### src/hw/rtl/sgbs_pkg.sv
// ------------------------------------------------------------------------
// sgbs_pkg
// shared widths, types and defaults of the greedy budget selector
// ------------------------------------------------------------------------
package sgbs_pkg;

  localparam int VAL_W         = 16;
  localparam int BUD_W         = 31;
  localparam int MAX_ITEMS_DEF = 64;

  // controller states
  typedef enum logic {
    ST_LOAD,
    ST_SCAN
  } state_t;

  // command broadcast to every cell of the chain
  typedef struct packed {
    logic ins;
    logic shift;
    logic clr;
  } cell_cmd_t;

  // what the head cell shows to the controller
  typedef struct packed {
    logic             vld;
    logic [VAL_W-1:0] val;
  } head_t;

endpackage

### src/hw/rtl/sorted_greedy_budget_select_top.sv
// ------------------------------------------------------------------------
// sorted_greedy_budget_select_top
// smallest-first greedy subset selection under a budget
// ------------------------------------------------------------------------
// Usage: write the budget through cfg_we/cfg_wdata while the block is idle.
// Candidates transfer on item_value at each edge with start high and busy
// low, one per cycle, into a chain of MAX_ITEMS cells that keeps them in
// ascending order by insertion. Candidates beyond MAX_ITEMS are dropped.
// The candidate with last_item high also starts the scan and raises busy.
// During the scan the chain shifts one value per cycle into the head cell,
// where the budget compare and subtract sit; the scan ends when the chain
// is empty or the budget reaches zero. Each pick appears on result_valid
// for one cycle, in ascending order, one pick behind the compare; the
// final result carries last_pick and is shown in the first cycle with
// busy low. A run with no pick gives one result with none_picked high.
// Reset empties the chain and clears the budget register and the state.
// The receiver cannot stall; results are never held back.
// ------------------------------------------------------------------------
module sorted_greedy_budget_select_top
  import sgbs_pkg::*;
#(
  parameter int MAX_ITEMS = MAX_ITEMS_DEF
) (
  input  logic             clk,
  input  logic             rst,
  input  logic             cfg_we,
  input  logic [BUD_W-1:0] cfg_wdata,
  input  logic             start,
  output logic             busy,
  input  logic [VAL_W-1:0] item_value,
  input  logic             last_item,
  output logic             result_valid,
  output logic [VAL_W-1:0] picked_value,
  output logic             last_pick,
  output logic             none_picked
);

  cell_cmd_t        cmd;
  head_t            head;
  logic             c_vld [MAX_ITEMS];
  logic             c_gt  [MAX_ITEMS];
  logic [VAL_W-1:0] c_val [MAX_ITEMS];

  assign head.vld = c_vld[0];
  assign head.val = c_val[0];

  // sequencer
  sgbs_ctrl u_ctrl (
    .clk          (clk),
    .rst          (rst),
    .start        (start),
    .last_item    (last_item),
    .cfg_we       (cfg_we),
    .cfg_wdata    (cfg_wdata),
    .full         (c_vld[MAX_ITEMS-1]),
    .head         (head),
    .cmd          (cmd),
    .busy         (busy),
    .result_valid (result_valid),
    .picked_value (picked_value),
    .last_pick    (last_pick),
    .none_picked  (none_picked)
  );

  // chain of sorting cells, head at index 0
  for (genvar i = 0; i < MAX_ITEMS; i++) begin : g_cell
    logic             p_vld, p_gt, n_vld;
    logic [VAL_W-1:0] p_val, n_val;

    if (i == 0) begin : g_first
      assign p_vld = 1'b1;
      assign p_gt  = 1'b0;
      assign p_val = '0;
    end else begin : g_mid
      assign p_vld = c_vld[i-1];
      assign p_gt  = c_gt[i-1];
      assign p_val = c_val[i-1];
    end

    if (i == MAX_ITEMS - 1) begin : g_tail
      assign n_vld = 1'b0;
      assign n_val = '0;
    end else begin : g_body
      assign n_vld = c_vld[i+1];
      assign n_val = c_val[i+1];
    end

    sgbs_cell u_cell (
      .clk      (clk),
      .rst      (rst),
      .cmd      (cmd),
      .new_val  (item_value),
      .prev_vld (p_vld),
      .prev_gt  (p_gt),
      .prev_val (p_val),
      .next_vld (n_vld),
      .next_val (n_val),
      .vld      (c_vld[i]),
      .gt       (c_gt[i]),
      .val      (c_val[i])
    );
  end

endmodule

### src/hw/rtl/sgbs_cell.sv
// ------------------------------------------------------------------------
// sgbs_cell
// one slot of the sorted chain: insert in place, shift toward the head
// ------------------------------------------------------------------------
module sgbs_cell
  import sgbs_pkg::*;
(
  input  logic             clk,
  input  logic             rst,
  input  cell_cmd_t        cmd,
  input  logic [VAL_W-1:0] new_val,
  input  logic             prev_vld,
  input  logic             prev_gt,
  input  logic [VAL_W-1:0] prev_val,
  input  logic             next_vld,
  input  logic [VAL_W-1:0] next_val,
  output logic             vld,
  output logic             gt,
  output logic [VAL_W-1:0] val
);

  logic [VAL_W-1:0] ins_val;

  // held value is above the incoming one, so this slot moves up
  assign gt      = vld && (val > new_val);
  assign ins_val = prev_gt ? prev_val : new_val;

  // occupancy
  always_ff @(posedge clk) begin
    if (rst || cmd.clr) begin
      vld <= 1'b0;
    end else if (cmd.shift) begin
      vld <= next_vld;
    end else if (cmd.ins && !vld && prev_vld) begin
      vld <= 1'b1;
    end
  end

  // payload
  always_ff @(posedge clk) begin
    if (cmd.shift) begin
      val <= next_val;
    end else if (cmd.ins && (gt || (!vld && prev_vld))) begin
      val <= ins_val;
    end
  end

endmodule

### src/hw/rtl/sgbs_ctrl.sv
// ------------------------------------------------------------------------
// sgbs_ctrl
// load/scan sequencer, budget tracking and result register
// ------------------------------------------------------------------------
module sgbs_ctrl
  import sgbs_pkg::*;
(
  input  logic             clk,
  input  logic             rst,
  input  logic             start,
  input  logic             last_item,
  input  logic             cfg_we,
  input  logic [BUD_W-1:0] cfg_wdata,
  input  logic             full,
  input  head_t            head,
  output cell_cmd_t        cmd,
  output logic             busy,
  output logic             result_valid,
  output logic [VAL_W-1:0] picked_value,
  output logic             last_pick,
  output logic             none_picked
);

  state_t           state, state_next;
  logic [BUD_W-1:0] target_sum;
  logic [BUD_W-1:0] budget;
  logic             pend_vld;
  logic [VAL_W-1:0] pend_val;
  logic [BUD_W-1:0] head_ext;
  logic             accept;
  logic             run_go;
  logic             scan_end;
  logic             pick;

  assign head_ext = {{(BUD_W-VAL_W){1'b0}}, head.val};

  // next state
  always_comb begin
    state_next = state;
    unique case (state)
      ST_LOAD: if (run_go)   state_next = ST_SCAN;
      ST_SCAN: if (scan_end) state_next = ST_LOAD;
      default: state_next = ST_LOAD;
    endcase
  end

  // outputs and cell commands
  always_comb begin
    busy      = (state == ST_SCAN);
    accept    = start && !busy;
    run_go    = accept && last_item;
    scan_end  = busy && (!head.vld || (budget == '0));
    pick      = busy && !scan_end && (head_ext <= budget);
    cmd.ins   = accept && !full;
    cmd.shift = busy && !scan_end;
    cmd.clr   = scan_end;
  end

  always_ff @(posedge clk) begin
    if (rst) begin
      state <= ST_LOAD;
    end else begin
      state <= state_next;
    end
  end

  // budget register, to be written only while idle; the block itself does not enforce this
  always_ff @(posedge clk) begin
    if (rst) begin
      target_sum <= '0;
    end else if (cfg_we) begin
      target_sum <= cfg_wdata;
    end
  end

  // remaining budget
  always_ff @(posedge clk) begin
    if (rst) begin
      budget <= '0;
    end else if (run_go) begin
      budget <= target_sum;
    end else if (pick) begin
      budget <= budget - head_ext;
    end
  end

  // one pick held back until it is known whether it is the last
  always_ff @(posedge clk) begin
    if (rst || run_go) begin
      pend_vld <= 1'b0;
    end else if (pick) begin
      pend_vld <= 1'b1;
    end
  end

  always_ff @(posedge clk) begin
    if (pick) begin
      pend_val <= head.val;
    end
  end

  // result transfer register
  always_ff @(posedge clk) begin
    if (rst) begin
      result_valid <= 1'b0;
    end else begin
      result_valid <= (pick && pend_vld) || scan_end;
    end
  end

  always_ff @(posedge clk) begin
    picked_value <= (scan_end && !pend_vld) ? '0 : pend_val;
    last_pick    <= scan_end;
    none_picked  <= scan_end && !pend_vld;
  end

endmodule

### config.mk
export PLATFORM = sky130hd
export DESIGN_NAME = sorted_greedy_budget_select_top
export DESIGN_NICKNAME = d
export VERILOG_FILES = /design/src/hw/rtl/sgbs_pkg.sv /design/src/hw/rtl/sorted_greedy_budget_select_top.sv /design/src/hw/rtl/sgbs_cell.sv /design/src/hw/rtl/sgbs_ctrl.sv
export SDC_FILE = /design/constraint.sdc
export NUM_CORES = 2
export LEC_CHECK = 0
export BUFFER_PORTS_ARGS = -buffer_cell sky130_fd_sc_hd__buf_4
export CAP_MARGIN = 25
export CORE_ASPECT_RATIO = 0.5
export CORE_MARGIN = 3
export CORE_UTILIZATION = 46
export CTS_CLUSTER_SIZE = 24
export DETAILED_ROUTE_END_ITERATION = 8
export GPL_TIMING_DRIVEN = 0
export PLACE_DENSITY = 0.68
export SETUP_SLACK_MARGIN = 0.15
export SLEW_MARGIN = 20
export SYNTH_ARGS = -nofsm -noshare
export SYNTH_HDL_FRONTEND = slang
export SYNTH_HIERARCHICAL = 1
export SYNTH_SLANG_ARGS = --single-unit
### constraint.sdc
create_clock -name clk -period 23 [get_ports clk]
set_clock_uncertainty 0.15 [all_clocks]
set_input_delay 2.3 -clock clk [delete_from_list [all_inputs] [get_ports clk]]
set_output_delay 2.3 -clock clk [all_outputs]
set_load 0.03 [all_outputs]
=== Yosys cells after proc, flatten, opt, wreduce, memory -nomap -nowiden ===
Index checks and enable logic that the tools add are counted.

* Latch bits: 0
* RAM bits: 0
* Memories: 0
* Register bits after elaboration: 1187
* Output and inout bits: 20
* Bits in read-only memories: 0
* Word-level logic and storage cells: 1114
* Input port bits: 52

* Add/subtract/negate cells: 1
* Bitwise gates (word level): 1
* Reductions and logical operators: 590
* Equal/unequal tests: 0
* Shift-type cells: 0
* Multiply operators: 0
* Magnitude comparators: 65
* Divide/modulo/power cells: 0
* Muxes and demuxes: 320

{| class="wikitable"
|+ Operators with widths
! cell !! count
|-
| $mux 16 || 189
|-
| $gt 16x16->1 || 64
|-
| $logic_and 1x1->1 || 326
|-
| $reduce_bool 2->1 || 127
|-
| $mux 1 || 128
|-
| $logic_or 1x1->1 || 68
|-
| $logic_not 1->1 || 67
|-
| $mux 31 || 2
|-
| $le 16x31->1 || 1
|-
| $logic_not 31->1 || 1
|-
| $sub 31x16->31 || 1
|-
| $pmux 1 s2 || 1
|-
| $reduce_or 2->1 || 1
|-
| $not 1->1 || 1
|}

=== Longest topological paths before layout ===
* Depth in word-level cells: 8
* Depth in mapped cells: 12
* Gate-level depth less buffers: 11

=== Hierarchy ===
The synthesis kept the hierarchy.

{| class="wikitable"
|+ By module, submodules not included
! module !! area each (µm²) !! cells each !! instances
|-
| sgbs_cell (g_cell[0].u_cell ...) || 1272.5 || 135 || 61
|-
| sgbs_ctrl || 4729.5 || 517 || 1
|-
| sgbs_cell (g_cell[7].u_cell ...) || 1295.0 || 135 || 3
|-
| sorted_greedy_budget_select_top || 7.5 || 2 || 1
|}

=== Worst setup path after synthesis ===
OpenSTA, ideal clock, no wires.

* Kind: input port to flip-flop
* From: in start
* To: reg g_cell[7].u_cell.val[0], enable pin
* Cell stages on the path: 3
* Slack: 8.661 ns
* Buffers on the path: 0
* Data arrival time: 13.796 ns
* Required time: 22.457 ns
* Path through: nor3b_1 inv_1 o31ai_2

* Word-level cells in the longest chain between the ends: 4

{| class="wikitable"
|+ RTL lines
! item !! line !! text
|-
| start: declaration || sorted_greedy_budget_select_top.sv:28 || <nowiki>input logic start,</nowiki>
|-
| $logic_and 1x1->1 || sgbs_ctrl.sv:50 || <nowiki>accept = start && !busy;</nowiki>
|-
| $logic_and 1x1->1 || sgbs_ctrl.sv:54 || <nowiki>cmd.ins = accept && !full;</nowiki>
|-
| $logic_and 1x1->1 || sgbs_cell.sv:43 || <nowiki>end else if (cmd.ins && (gt || (!vld && prev_vld))) begin</nowiki>
|-
| $reduce_bool 2->1 (no source line) || n/a ||
|-
| end signal: assignment || sgbs_cell.sv:42 || <nowiki>val <= next_val;</nowiki>
|-
| end signal: assignment || sgbs_cell.sv:44 || <nowiki>val <= ins_val;</nowiki>
|-
| end: declaration || sgbs_cell.sv:19 || <nowiki>output logic [VAL_W-1:0] val</nowiki>
|}

Every way passes these cells.
A chain may end at the register's enable or synchronous reset.

==> run_results.csv <==
group,metric,value,unit
outcome,status,"finished clean",
yosys,synth_top_family_by_area,"adder cells",
grt,antenna_found_initial,1,
clocking,root_buffer,"clkbuf_16",
yosys,syn-mean-instance-area,9.416,sq um
timing,timing.fmax,182.1,MHz
clocking,clock_latency,0.79,ns
worst_setup_path,critPathMaxFanout,16,
clocking,cts.sinks,1187,
drt,vias,70260,
yosys,synthAdderAreaFrac,15.11,%
grt,overflow,0,
yosys,synth-compound-area-share,14.37,%
timing,worst-slew-pin-transition,1.136,ns
layout,area_growth_syn_to_layout,10.01,%
min_path,hold_class,"flip-flop to flip-flop",
pwr,p_per_area,53.54,nW/um^2
worst_setup_path,criticalPathCategory,"primary input to flip-flop",
run,max-cap-violations,0,
yosys,synth.area.mux_share,12.24,%
clocking,cts.path.max_buffers,3,
yosys,post_synth_num_cell_types,66,
drt,remaining_drc_errors,0,
floorplan,dieArea,193000,sq um
yosys,synth_seq_area_share,39.62,%
timing,fin_crit,5.490,ns
place,gp_congestion,0.8953,
yosys,ys.warnings.count,6,
timing,drv_slew,0,
grt,grtUsageTotal,25.08,%
grt,grt_max_degree,85,
yosys,synthSimpleGateAreaFrac,11.86,%
floorplan,rows,111,
clocking,post_cts_buffers,0,
floorplan,initial_core_util,46.69,%
place,port_buffers,70,
clocking,cts_tree,"yes",
timing,finalSetupViolations,0,
drt,dr.pass1.iters,6,
layout,drive_gt1_share,5.595,%
layout,diodes,0,
clocking,htreeDepth,3,
floorplan,die_w,618.3,um
drt,ant_nets,0,
worst_setup_path,arrival,5.73,ns
yosys,synth_area,86240,sq um
worst_setup_path,worstSetupEndpointType,"flip-flop",
drt,via_per_inst,5.849,
layout,final_util,51.36,%
yosys,ys_ff_latch,1187,
place,hpwl,179200,um
timing,finalCritPeriodShare,23.87,%
grt,grt_pass1_vias,68100,
timing,hold_viol,0,
drt,drt-total-wl,249900,um
yosys,synth_top_flop_cell,"edfxtp_1",
layout,nNetsFinal,10520,
timing,relSlewSlack,24.27,%
floorplan,die_h,312.2,um
floorplan,core,184700,sq um
clocking,cts_buffers,117,
floorplan,io_pins,72,
clocking,holdBufCountCts,0,
yosys,synthArstFlopShare,0,%
clocking,clk_pin_slew,0.06,ns
pwr,leakagePower,35.94,nW
grt,grt_pass1_wl,387200,um
yosys,synth_xor_area_share,0.1523,%
timing,hold_slack,0.2804,ns
drt,wl_per_cell,20.80,um
worst_setup_path,worstPathRequired,23.24,ns
layout,stdcell_area,94880,sq um
pwr,peakVddDrop,0.07185,mV
yosys,synth-edff-count,1040,
place,place_area,90830,sq um
clocking,cts_resized,0,
timing,tns,0,ns
timing,grt_setup_unrepaired,"false",
worst_setup_path,startpoint_type,"primary input",
drt,drtIter0Drc,6834,
yosys,syn_inst,9159,
[cell type report]
| class | instances | area, sq um |
|---|---|---|
| multi-input cells | 6530 | 46510 |
| fillers | 16750 | 89840 |
| plain buffers | 416 | 1739 |
| clock inverters | 59 | 621.8 |
| inverters | 1060 | 3981 |
| clock buffers | 165 | 3401 |
| flip-flops and latches | 1187 | 34170 |
| well taps | 2486 | 3110 |
| repair buffers | 110 | 1338 |
[where the power goes]
group          switching, W  total (W)  internal [W]
logic              0.000395   0.000613      0.000218
clock network      0.000902    0.00205       0.00115
registers         0.0000338    0.00242       0.00239
[registers in the layout (all words and copies together) (netlist names)]
register,cells
g_cell.u_cell/val,1024
u_ctrl/none_picked,1
u_ctrl/pend_val,16
g_cell.u_cell/vld,64
u_ctrl/picked_value,16
u_ctrl/target_sum,31
u_ctrl/pend_vld,1
u_ctrl/last_pick,1
u_ctrl/busy,1
u_ctrl/budget,31
u_ctrl/result_valid,1
[kinds of logic (layout without fill, tap and decap cells)]
family / after synthesis / count (layout)
flip-flops: 1187 / 1187
multiplexers: 1055 / 1055
AO/OA/AOI/OAI: 2179 / 2179
adder cells (fa/ha/maj): 1041 / 1041
other: 2 / 36
buffers and inverters: 1476 / 1810
AND/OR/NAND/NOR: 2204 / 2204
XOR/XNOR: 15 / 15
[through the flow]
| step | power (W) | setup slack [ns] | std cells |
|---|---|---|---|
| 2_1_floorplan | 0.002826 | 8.661 | 9193 |
| 3_3_place_gp | 0.003038 | -3.698 | 11750 |
| 3_5_place_dp | 0.003061 | 16.84 | 11790 |
| 4_1_cts | 0.005094 | 17.65 | 12010 |
| 5_1_grt | 0.005264 | 17.35 | 12010 |
| 6_report | 0.005080 | 17.51 | 12010 |
[Yosys cell counts (3+ instances only)]
master,instances,area [sq um]
and2_1,18,112.6
or2_2,3,18.77
inv_1,1059,3975
nand2b_1,6,37.54
a2111oi_2,6,90.09
ha_1,1040,13010
nor3_1,135,675.7
a21oi_1,558,2793
edfxtp_1,1040,31230
buf_1,6,22.52
o211ai_2,3,37.54
o31ai_2,3,37.54
o311ai_0,3,26.28
or4_1,65,488.0
o41ai_1,4,35.03
nand4_2,64,800.8
nand3_1,11,55.05
clkbuf_1,277,1040
nand2_1,1322,4962
xor2_1,7,61.31
nor2b_1,125,782.0
nor2_1,236,885.9
dfxtp_1,147,2943
a21o_1,6,45.04
nor4_1,8,50.05
o21ai_0,1163,5821
xnor2_1,8,70.07
a2111o_1,62,698.2
o21bai_1,63,473.0
a22oi_1,15,112.6
o211ai_1,69,518.0
a221o_1,3,30.03
a31oi_1,73,456.7
o21a_1,3,22.52
a211o_1,62,543.0
buf_2,129,645.6
a32oi_1,4,35.03
buf_4,4,30.03
a211oi_1,63,473.0
mux2i_1,1055,10560
nand4_1,197,1232
[metal layers]
layer,up-vias,global-route usage (%),wire (um)
li1,33520,-,-
met1,33570,35.33,111700
met2,2685,40.42,112400
met3,486,2.705,18000
met4,0,7.886,7823
met5,-,0,0
[cells in the final DEF, fill, tap and decap left out, types with 18 or more instances in the layout]
master	count
clkinv_2	33
o21ai_0	1163
o21bai_1	63
nor3_1	135
edfxtp_1	1040
a31oi_1	73
conb_1	36
clkbuf_16	119
mux2i_1	1055
a211o_1	62
clkbuf_1	297
nor2b_1	125
a2111o_1	62
or4_1	65
a211oi_1	63
o211ai_1	69
ha_1	1040
inv_1	1058
nand4_2	64
nand4_1	197
buf_2	129
clkbuf_8	25
buf_4	74
buf_16	18
dfxtp_1	147
nand2_1	1322
a21oi_1	558
nor2_1	236
and2_1	18
[worst paths after layout]
kind / from / end / slack (ns) / depth (start not counted)
worst max register to register: g_cell[63].u_cell/vld / g_cell[43].u_cell/val[10] / 18.60 / 12
worst min register to register: u_ctrl/pend_val[11] / u_ctrl/picked_value[11] / 0.28 / 1
worst max-delay path: start / g_cell[43].u_cell/val[10] / 17.51 / 13
worst min-delay path: u_ctrl/pend_val[11] / u_ctrl/picked_value[11] / 0.28 / 1
[critical path, stage by stage]
cell and delay [ns]:
buf_4 0.09, nor3b_2 0.68, buf_4 0.35, buf_4 0.24, buf_4 0.23, buf_6 0.17, buf_4 0.21, buf_4 0.23
buf_4 0.23, buf_4 0.22, nand2_1 0.06, nor2_1 0.09, a211o_1 0.57
(Power assumes the default switching activity.)
